===== src/rtl/core/csvtok_pkg.sv =====
`timescale 1ns / 1ps

package csvtok_pkg;

   localparam int unsigned ByteWidth     = 8;
   localparam int unsigned FieldNumWidth = 10;
   localparam int unsigned CsrAddrWidth  = 3;
   localparam int unsigned CsrDataWidth  = 32;

   localparam logic [ByteWidth-1:0]     QuoteChar      = 8'h22;
   localparam logic [ByteWidth-1:0]     NulChar        = 8'h00;
   localparam logic [ByteWidth-1:0]     DelimReset     = 8'd44;
   localparam logic [FieldNumWidth-1:0] FieldNumMax    = 10'd1023;

   // register index = paddr / 4
   localparam logic [CsrAddrWidth-3:0]  RegDelimiter   = 1'b0;

   typedef enum logic [1:0] {
      MODE_OUT  = 2'd0,
      MODE_IN   = 2'd1,
      MODE_PEND = 2'd2
   } quote_mode_type;

   typedef struct packed {
      logic [ByteWidth-1:0]     out_byte;
      logic                     byte_valid;
      logic                     field_end;
      logic                     line_end;
      logic                     quote_error;
      logic [FieldNumWidth-1:0] field_number;
   } tok_result_type;

endpackage


===== src/rtl/core/csvtok_req_if.sv =====
`timescale 1ns / 1ps

interface csvtok_req_if;
   logic       valid;
   logic       ready;
   logic [7:0] data_byte;
   logic       end_of_line;

   modport source (output valid, output data_byte, output end_of_line, input ready);
   modport sink   (input valid, input data_byte, input end_of_line, output ready);
endinterface


===== src/rtl/core/csvtok_rsp_if.sv =====
`timescale 1ns / 1ps

interface csvtok_rsp_if;
   logic       valid;
   logic       ready;
   logic [7:0] out_byte;
   logic       byte_valid;
   logic       field_end;
   logic       line_end;
   logic       quote_error;
   logic [9:0] field_number;

   modport source (output valid, output out_byte, output byte_valid, output field_end,
                   output line_end, output quote_error, output field_number, input ready);
   modport sink   (input valid, input out_byte, input byte_valid, input field_end,
                   input line_end, input quote_error, input field_number, output ready);
endinterface


===== src/rtl/core/csvtok_step.sv =====
`timescale 1ns / 1ps

// One byte of the tokenizer: next quote mode, next field count, and the result.
module csvtok_step #(
   parameter int unsigned CntWidth = 10,
   parameter int unsigned CntMax   = 1023
) (
   input  csvtok_pkg::quote_mode_type mode,
   input  logic [CntWidth-1:0]        cnt,
   input  logic [7:0]                 delimiter,
   input  logic [7:0]                 data_byte,
   input  logic                       end_of_line,
   output csvtok_pkg::quote_mode_type mode_next,
   output logic [CntWidth-1:0]        cnt_next,
   output logic                       has_result,
   output csvtok_pkg::tok_result_type result
);

   localparam int unsigned WideWidth =
      (CntWidth > csvtok_pkg::FieldNumWidth) ? CntWidth : csvtok_pkg::FieldNumWidth;

   logic [WideWidth-1:0] cnt_wide;
   logic                 is_quote;
   logic                 outside;
   logic [CntWidth-1:0]  cnt_inc;

   assign cnt_wide = WideWidth'(cnt);
   assign is_quote = (data_byte == csvtok_pkg::QuoteChar);
   assign cnt_inc  = (cnt < CntWidth'(CntMax)) ? cnt + CntWidth'(1) : cnt;

   always_comb begin
      mode_next  = mode;
      cnt_next   = cnt;
      has_result = 1'b0;
      outside    = 1'b0;
      result.out_byte     = csvtok_pkg::NulChar;
      result.byte_valid   = 1'b0;
      result.field_end    = 1'b0;
      result.line_end     = 1'b0;
      result.quote_error  = 1'b0;
      result.field_number = (cnt_wide > WideWidth'(csvtok_pkg::FieldNumMax)) ?
                            csvtok_pkg::FieldNumMax : cnt_wide[csvtok_pkg::FieldNumWidth-1:0];

      if (end_of_line) begin
         has_result         = 1'b1;
         result.field_end   = 1'b1;
         result.line_end    = 1'b1;
         result.quote_error = (mode == csvtok_pkg::MODE_IN);
         mode_next          = csvtok_pkg::MODE_OUT;
         cnt_next           = '0;
      end else begin
         case (mode)
            csvtok_pkg::MODE_IN: begin
               if (is_quote) begin
                  mode_next = csvtok_pkg::MODE_PEND;
               end else begin
                  has_result        = 1'b1;
                  result.out_byte   = data_byte;
                  result.byte_valid = 1'b1;
               end
            end
            csvtok_pkg::MODE_PEND: begin
               if (is_quote) begin
                  // doubled quote: one literal quote, still inside
                  mode_next         = csvtok_pkg::MODE_IN;
                  has_result        = 1'b1;
                  result.out_byte   = csvtok_pkg::QuoteChar;
                  result.byte_valid = 1'b1;
               end else begin
                  outside = 1'b1;
               end
            end
            default: begin
               outside = 1'b1;
            end
         endcase

         if (outside) begin
            if (is_quote) begin
               mode_next = csvtok_pkg::MODE_IN;
            end else if (data_byte == delimiter) begin
               mode_next        = csvtok_pkg::MODE_OUT;
               has_result       = 1'b1;
               result.field_end = 1'b1;
               cnt_next         = cnt_inc;
            end else begin
               mode_next         = csvtok_pkg::MODE_OUT;
               has_result        = 1'b1;
               result.out_byte   = data_byte;
               result.byte_valid = 1'b1;
            end
         end
      end
   end

endmodule


===== src/rtl/core/csv_field_tokenizer.sv =====
`timescale 1ns / 1ps

// CSV field tokenizer: splits one line into fields, one byte per transfer.
// req channel: data_byte plus end_of_line; a transfer with end_of_line set
//   closes the line and its data_byte is ignored.
// rsp channel: at most one result per request - a field character, a field
//   end on the delimiter, or the line end (field_end + line_end, with
//   quote_error if a quoted section was left open). Opening quotes and the
//   first quote of a pair produce no result.
// csr port: APB-style, one register (delimiter, byte address 0, reset ',').
//   Write only while the block is idle.
// Throughput: one request per cycle while rsp is not stalled. The quote-mode and field
//   count update is one short step between the input register and the
//   result register, so it closes every cycle.
// Result path: a request passes the input register, then the result
//   register, before its result is valid on rsp.
// Stall: the result register holds while rsp.ready is low; the input
//   register fills behind it, after which req.ready drops.
// Reset: synchronous; clears both stages, quote mode (outside quotes), the
//   field count, and restores the delimiter to ','.
module csv_field_tokenizer #(
   parameter int unsigned MAX_FIELDS = 1024
) (
   input  logic                                  clock,
   input  logic                                  reset,
   csvtok_req_if.sink                            req,
   csvtok_rsp_if.source                          rsp,
   input  logic                                  csr_psel,
   input  logic                                  csr_penable,
   input  logic                                  csr_pwrite,
   input  logic [csvtok_pkg::CsrAddrWidth-1:0]   csr_paddr,
   input  logic [csvtok_pkg::CsrDataWidth-1:0]   csr_pwdata,
   output logic [csvtok_pkg::CsrDataWidth-1:0]   csr_prdata,
   output logic                                  csr_pready
);

   localparam int unsigned CntWidth = (MAX_FIELDS > 2) ? $clog2(MAX_FIELDS) : 1;
   localparam int unsigned CntMax   = MAX_FIELDS - 1;

   // ---- configuration ----
   logic [7:0] delim_ff;
   logic       csr_wr;
   logic       csr_hit;

   assign csr_pready = 1'b1;
   assign csr_hit    = (csr_paddr[csvtok_pkg::CsrAddrWidth-1:2] == csvtok_pkg::RegDelimiter);
   assign csr_wr     = csr_psel && csr_penable && csr_pwrite && csr_hit;
   assign csr_prdata = csr_hit ? {{(csvtok_pkg::CsrDataWidth-8){1'b0}}, delim_ff} : '0;

   always_ff @(posedge clock) begin
      if (reset) begin
         delim_ff <= csvtok_pkg::DelimReset;
      end else if (csr_wr) begin
         delim_ff <= csr_pwdata[7:0];
      end
   end

   // ---- input register ----
   logic       in_valid_ff;
   logic [7:0] in_byte_ff;
   logic       in_eol_ff;
   logic       advance;   // input register moves through the step logic
   logic       req_xfer;

   assign advance   = in_valid_ff && (!rsp.valid || rsp.ready);
   assign req.ready = !in_valid_ff || advance;
   assign req_xfer  = req.valid && req.ready;

   always_ff @(posedge clock) begin
      if (reset) begin
         in_valid_ff <= 1'b0;
      end else if (req.ready) begin
         in_valid_ff <= req.valid;
      end
   end

   // payload, no reset
   always_ff @(posedge clock) begin
      if (req_xfer) begin
         in_byte_ff <= req.data_byte;
         in_eol_ff  <= req.end_of_line;
      end
   end

   // ---- tokenizer state and step ----
   csvtok_pkg::quote_mode_type mode_ff, mode_in;
   logic [CntWidth-1:0]        cnt_ff, cnt_in;
   logic                       has_result;
   csvtok_pkg::tok_result_type result;

   csvtok_step #(
      .CntWidth (CntWidth),
      .CntMax   (CntMax)
   ) u_step (
      .mode        (mode_ff),
      .cnt         (cnt_ff),
      .delimiter   (delim_ff),
      .data_byte   (in_byte_ff),
      .end_of_line (in_eol_ff),
      .mode_next   (mode_in),
      .cnt_next    (cnt_in),
      .has_result  (has_result),
      .result      (result)
   );

   always_ff @(posedge clock) begin
      if (reset) begin
         mode_ff <= csvtok_pkg::MODE_OUT;
         cnt_ff  <= '0;
      end else if (advance) begin
         mode_ff <= mode_in;
         cnt_ff  <= cnt_in;
      end
   end

   // ---- result register ----
   logic                       out_valid_ff;
   csvtok_pkg::tok_result_type out_ff;

   always_ff @(posedge clock) begin
      if (reset) begin
         out_valid_ff <= 1'b0;
      end else if (advance) begin
         out_valid_ff <= has_result;
      end else if (rsp.ready) begin
         out_valid_ff <= 1'b0;
      end
   end

   always_ff @(posedge clock) begin
      if (advance && has_result) begin
         out_ff <= result;
      end
   end

   assign rsp.valid        = out_valid_ff;
   assign rsp.out_byte     = out_ff.out_byte;
   assign rsp.byte_valid   = out_ff.byte_valid;
   assign rsp.field_end    = out_ff.field_end;
   assign rsp.line_end     = out_ff.line_end;
   assign rsp.quote_error  = out_ff.quote_error;
   assign rsp.field_number = out_ff.field_number;

   // ---- checks ----
   a_line_end_closes_field: assert property (@(posedge clock) disable iff (reset)
      out_valid_ff && out_ff.line_end |-> out_ff.field_end && !out_ff.byte_valid)
      else $error("line end without field end");

   a_quote_error_at_line_end: assert property (@(posedge clock) disable iff (reset)
      out_valid_ff && out_ff.quote_error |-> out_ff.line_end)
      else $error("quote error away from line end");

   a_eol_clears_state: assert property (@(posedge clock) disable iff (reset)
      advance && in_eol_ff |=> mode_ff == csvtok_pkg::MODE_OUT && cnt_ff == '0)
      else $error("state not cleared after line end");

   a_count_bound: assert property (@(posedge clock) disable iff (reset)
      CntWidth'(CntMax) >= cnt_ff)
      else $error("field count past its limit");

   a_no_result_while_pending: assert property (@(posedge clock) disable iff (reset)
      advance && !in_eol_ff && mode_ff == csvtok_pkg::MODE_IN
         && in_byte_ff == csvtok_pkg::QuoteChar |=> !out_valid_ff)
      else $error("result on first quote of a pair");

endmodule


===== src/flat_wrapper.sv =====
// flat-port wrapper written by rule: the top's interface ports become plain ports
module csv_field_tokenizer_flat 
#(
   parameter int unsigned MAX_FIELDS = 1024
)
  (clock, reset, csr_psel, csr_penable, csr_pwrite, csr_paddr, csr_pwdata, csr_prdata, csr_pready, req_valid, req_data_byte, req_end_of_line, req_ready, rsp_valid, rsp_out_byte, rsp_byte_valid, rsp_field_end, rsp_line_end, rsp_quote_error, rsp_field_number, rsp_ready);
  csvtok_req_if req_i ();
  csvtok_rsp_if rsp_i ();
  input  logic clock;
  input  logic reset;
  input  logic csr_psel;
  input  logic csr_penable;
  input  logic csr_pwrite;
  input  logic [csvtok_pkg::CsrAddrWidth-1:0] csr_paddr;
  input  logic [csvtok_pkg::CsrDataWidth-1:0] csr_pwdata;
  output logic [csvtok_pkg::CsrDataWidth-1:0] csr_prdata;
  output logic csr_pready;
  input wire logic [$bits(req_i.valid)-1:0] req_valid;
  input wire logic [$bits(req_i.data_byte)-1:0] req_data_byte;
  input wire logic [$bits(req_i.end_of_line)-1:0] req_end_of_line;
  output wire logic [$bits(req_i.ready)-1:0] req_ready;
  output wire logic [$bits(rsp_i.valid)-1:0] rsp_valid;
  output wire logic [$bits(rsp_i.out_byte)-1:0] rsp_out_byte;
  output wire logic [$bits(rsp_i.byte_valid)-1:0] rsp_byte_valid;
  output wire logic [$bits(rsp_i.field_end)-1:0] rsp_field_end;
  output wire logic [$bits(rsp_i.line_end)-1:0] rsp_line_end;
  output wire logic [$bits(rsp_i.quote_error)-1:0] rsp_quote_error;
  output wire logic [$bits(rsp_i.field_number)-1:0] rsp_field_number;
  input wire logic [$bits(rsp_i.ready)-1:0] rsp_ready;
  assign req_i.valid = req_valid;
  assign req_i.data_byte = req_data_byte;
  assign req_i.end_of_line = req_end_of_line;
  assign req_ready = req_i.ready;
  assign rsp_valid = rsp_i.valid;
  assign rsp_out_byte = rsp_i.out_byte;
  assign rsp_byte_valid = rsp_i.byte_valid;
  assign rsp_field_end = rsp_i.field_end;
  assign rsp_line_end = rsp_i.line_end;
  assign rsp_quote_error = rsp_i.quote_error;
  assign rsp_field_number = rsp_i.field_number;
  assign rsp_i.ready = rsp_ready;
  csv_field_tokenizer #(.MAX_FIELDS(MAX_FIELDS)) u_core (.clock(clock), .reset(reset), .req(req_i), .rsp(rsp_i), .csr_psel(csr_psel), .csr_penable(csr_penable), .csr_pwrite(csr_pwrite), .csr_paddr(csr_paddr), .csr_pwdata(csr_pwdata), .csr_prdata(csr_prdata), .csr_pready(csr_pready));
endmodule

===== config.mk =====
export PLATFORM = sky130hd
export DESIGN_NAME = csv_field_tokenizer_flat
export DESIGN_NICKNAME = d
export VERILOG_FILES = /design/src/rtl/core/csvtok_pkg.sv /design/src/rtl/core/csvtok_req_if.sv /design/src/rtl/core/csvtok_rsp_if.sv /design/src/rtl/core/csvtok_step.sv /design/src/rtl/core/csv_field_tokenizer.sv /design/src/flat_wrapper.sv
export SDC_FILE = /design/constraint.sdc
export NUM_CORES = 1
export LEC_CHECK = 0
export BUFFER_PORTS_ARGS = -buffer_cell sky130_fd_sc_hd__buf_4
export CAP_MARGIN = 30
export CORE_AREA = 2 2 88 65
export DETAILED_ROUTE_END_ITERATION = 8
export DIE_AREA = 0 0 90 67
export GPL_ROUTABILITY_DRIVEN = 0
export PLACE_DENSITY = 0.83
export RECOVER_POWER = 25
export SYNTH_ARGS = -nofsm -noshare
export SYNTH_HDL_FRONTEND = slang
export SYNTH_SLANG_ARGS = --single-unit
export TNS_END_PERCENT = 10

===== constraint.sdc =====
create_clock -name clock -period 3.55 [get_ports clock]
set_input_delay 0.5325 -clock clock [delete_from_list [all_inputs] [get_ports clock]]
set_output_delay 0.5325 -clock clock [all_outputs]
set_load 0.03 [all_outputs]

==> metrics <==
row count 22; die area 6030 sq um; n_diodes 0; GRT overflow 0; run status completed; DRC viols 0; synthesized area 2590 sq um; fill cell count 464; Leak Pwr 1.15 nW; setup TNS 0 ns; RSZ-0062 raised after global routing false; Period minus WS final between 2 and 2.5 ns; Final period util 0.663; Max Used Layer met4; Root Driver clkbuf_8; Worst Hold Class input pin to flip-flop; FF-to-FF Start u_core.in_byte_ff[0]; Yosys reg bits 53; largest family of logic cells by synthesized area simple AND/OR/NAND/NOR gates; Avg Synthesized Cell Area between 10 and 15 sq um; CP Launch Type flip-flop; Via density 5.06; Hold Startpoint req_data_byte[3]; vias post-DR 1,837; DRT antenna net count 0; Syn. warnings 0; dpl cell area between 2000 and 3000 sq um; PD cells 393 nW/um^2; Final setup viols 0; post-synthesis cell type count 42; H-tree Lvls 2; worst hold slack 0.422 ns; sequential area share after synthesis 0.529; DP HPWL 3.57 mm; max cap viols 0; Post-Route WL 4.71 mm; Placed Cells 355; Slew HR 0.676; CTS tree done; 1st-pass router iterations 4; Highest Clock Rate 0.425 GHz; Clock Skews 0.00830 ns; number of global-route vias before repair 1,573; Max VDD drop 188 uV; I/O pins 108; Post-Synth Simple-Gate Area 0.200; Slew Limit Fails 0; CTS resizes 0; multiplexer share of the synthesized area 0.00434; initial antenna violation count 0; initial drt markers 147; height of the die ~67 um; worst-skew pair later-pin latency 0.31 ns; CP Data Required Time 3.59 ns; fin nets 345; met2 wire len between 2 and 2.5 mm; Setup Buffers After CTS 0; crit path max fanout 6; clock sink count 53; commonest cells after routing, fill and taps aside buf_4, edfxtp_1, nand2_1, conb_1, dfxtp_1; port bufs between 50 and 60; share of cells above drive strength 1 0.254; Longest Clk Path Bufs 2; met1 WL 2.23 mm; WS Path Type flip-flop to flip-flop; Synth Area in Compound Gates 0.111; Die W 90 um; XOR/XNOR share of the synthesized area 0.0270; Core Region 5120 sq um; Adder-Cell Fraction of Synth Area 0.0193; signal arrival time at the worst endpoint 2.40 ns; most common cell after layout, fill and taps aside buf_4; Syn Inst Count 244; final core utilization 0.596; largest net degree at the start of global routing 21; CP startpoint u_core.in_byte_ff[0]; Initial Util 0.506; GRT Overall Usage 0.157; Num CTS Buffers 5; Finished Layout Cells 363; first-pass GRT wire length 7.40 mm; Reg clk slew, reported paths 0.09 ns; met3 WL post-DR 329 um; Hold Fails Final Rpt 0; Layout area overhead 17.6%; WL/cell 13.0 um; hold_buf cts 0; Final Cell Area 3050 sq um; worst-margin pin slew 0.479 ns; critical path capture point type flip-flop
-- metal layers --
layer	up-vias	global-route usage
met4	0	0.0769
met1	854	0.222
met3	4	0.0260
met5	-	0
li1	905	-
met2	74	0.235
-- cell families (layout without fill, tap and decap cells) --
logic type | after synthesis | count (layout)
AO/OA/AOI/OAI | 43 | 43
XOR/XNOR | 8 | 8
adder cells (fa/ha/maj) | 4 | 4
buffers and inverters | 48 | 72
flip-flops | 53 | 53
multiplexers | 1 | 1
other | 2 | 25
AND/OR/NAND/NOR | 85 | 85
-- path summary, 6_finish.rpt --
kind	endpoint	slack, ns	cells after the start
min reg2reg	u_core.delim_ff[0]	0.49	2
max	u_core.rsp.out_byte[1]	1.20	5
min	u_core.in_byte_ff[3]	0.42	1
max reg2reg	u_core.rsp.out_byte[1]	1.20	5
-- per-stage QoR --
stage               worst slack, ns  power (W)
finish                         1.20    0.00120
global route                  0.991    0.00125
CTS                            1.22    0.00121
detailed placement             1.24   0.000870
global placement               1.33   0.000867
floorplan                      1.14   0.000832
-- where the power goes --
part | internal (W) | switching (W)
clock | 0.000144 | 0.000201
sequential | 0.000674 | 0.0000150
combinational | 0.0000540 | 0.000112
total | 0.000871 | 0.000328
-- cell type report --
type | count | area (sq um) | area share
Timing Repair Buffer | 59 | 439 | 0.144
Multi-Input combinational cell | 166 | 1030 | 0.339
Inverter | 5 | 18.8 | 0.00616
Clock buffer | 5 | 68.8 | 0.0226
Clock inverter | 3 | 26.3 | 0.00862
Tap cell | 72 | 90.1 | 0.0295
Sequential cell | 53 | 1370 | 0.450
-- state kept, by name, indices dropped and copies added (netlist names) --
signal,flops
u_core.in_byte_ff,8
u_core.rsp.line_end,1
u_core.rsp.byte_valid,1
u_core.delim_ff,8
u_core.rsp.field_number,10
u_core.rsp.quote_error,1
u_core.rsp.valid,1
u_core.cnt_ff,10
u_core.in_valid_ff,1
u_core.rsp.field_end,1
u_core.rsp.out_byte,8
u_core.in_eol_ff,1
u_core.mode_ff,2
-- cells in the mapped netlist, drive strengths merged --
master / number / area [sq um]
o31ai: 7 / 52.6
a21boi: 1 / 7.51
dfxtp: 22 / 440
and3: 1 / 6.26
nand3b: 3 / 22.5
nor3b: 3 / 22.5
buf: 28 / 201
o21ai: 3 / 15.0
or4b: 3 / 30.0
nand2: 25 / 93.8
a21oi: 19 / 95.1
and4: 1 / 8.76
o21ba: 2 / 20.0
or4: 6 / 45.0
or3: 2 / 12.5
a21o: 1 / 7.51
clkbuf: 15 / 56.3
nand3: 4 / 20.0
a32oi: 2 / 17.5
inv: 5 / 18.8
nor4: 2 / 42.5
nor4b: 2 / 17.5
a211oi: 1 / 7.51
nand4: 2 / 12.5
xor2: 8 / 70.1
ha: 4 / 50.1
conb: 2 / 7.51
mux2: 1 / 11.3
edfxtp: 31 / 931
nand4b: 1 / 8.76
and2: 9 / 56.3
o41ai: 3 / 33.8
a31oi: 2 / 12.5
and4b: 1 / 10.0
a311oi: 2 / 17.5
nor2: 6 / 22.5
nand2b: 2 / 12.5
nor2b: 12 / 75.1
-- worst max-delay path: stages, from the launching register on --
cell,delay [ns]
edfxtp_1,0.46
nor4b_1,0.51
and2_1,0.36
mux2_2,0.37
a311oi_1,0.29
nor3b_1,0.10
(Power assumes the default switching activity.)
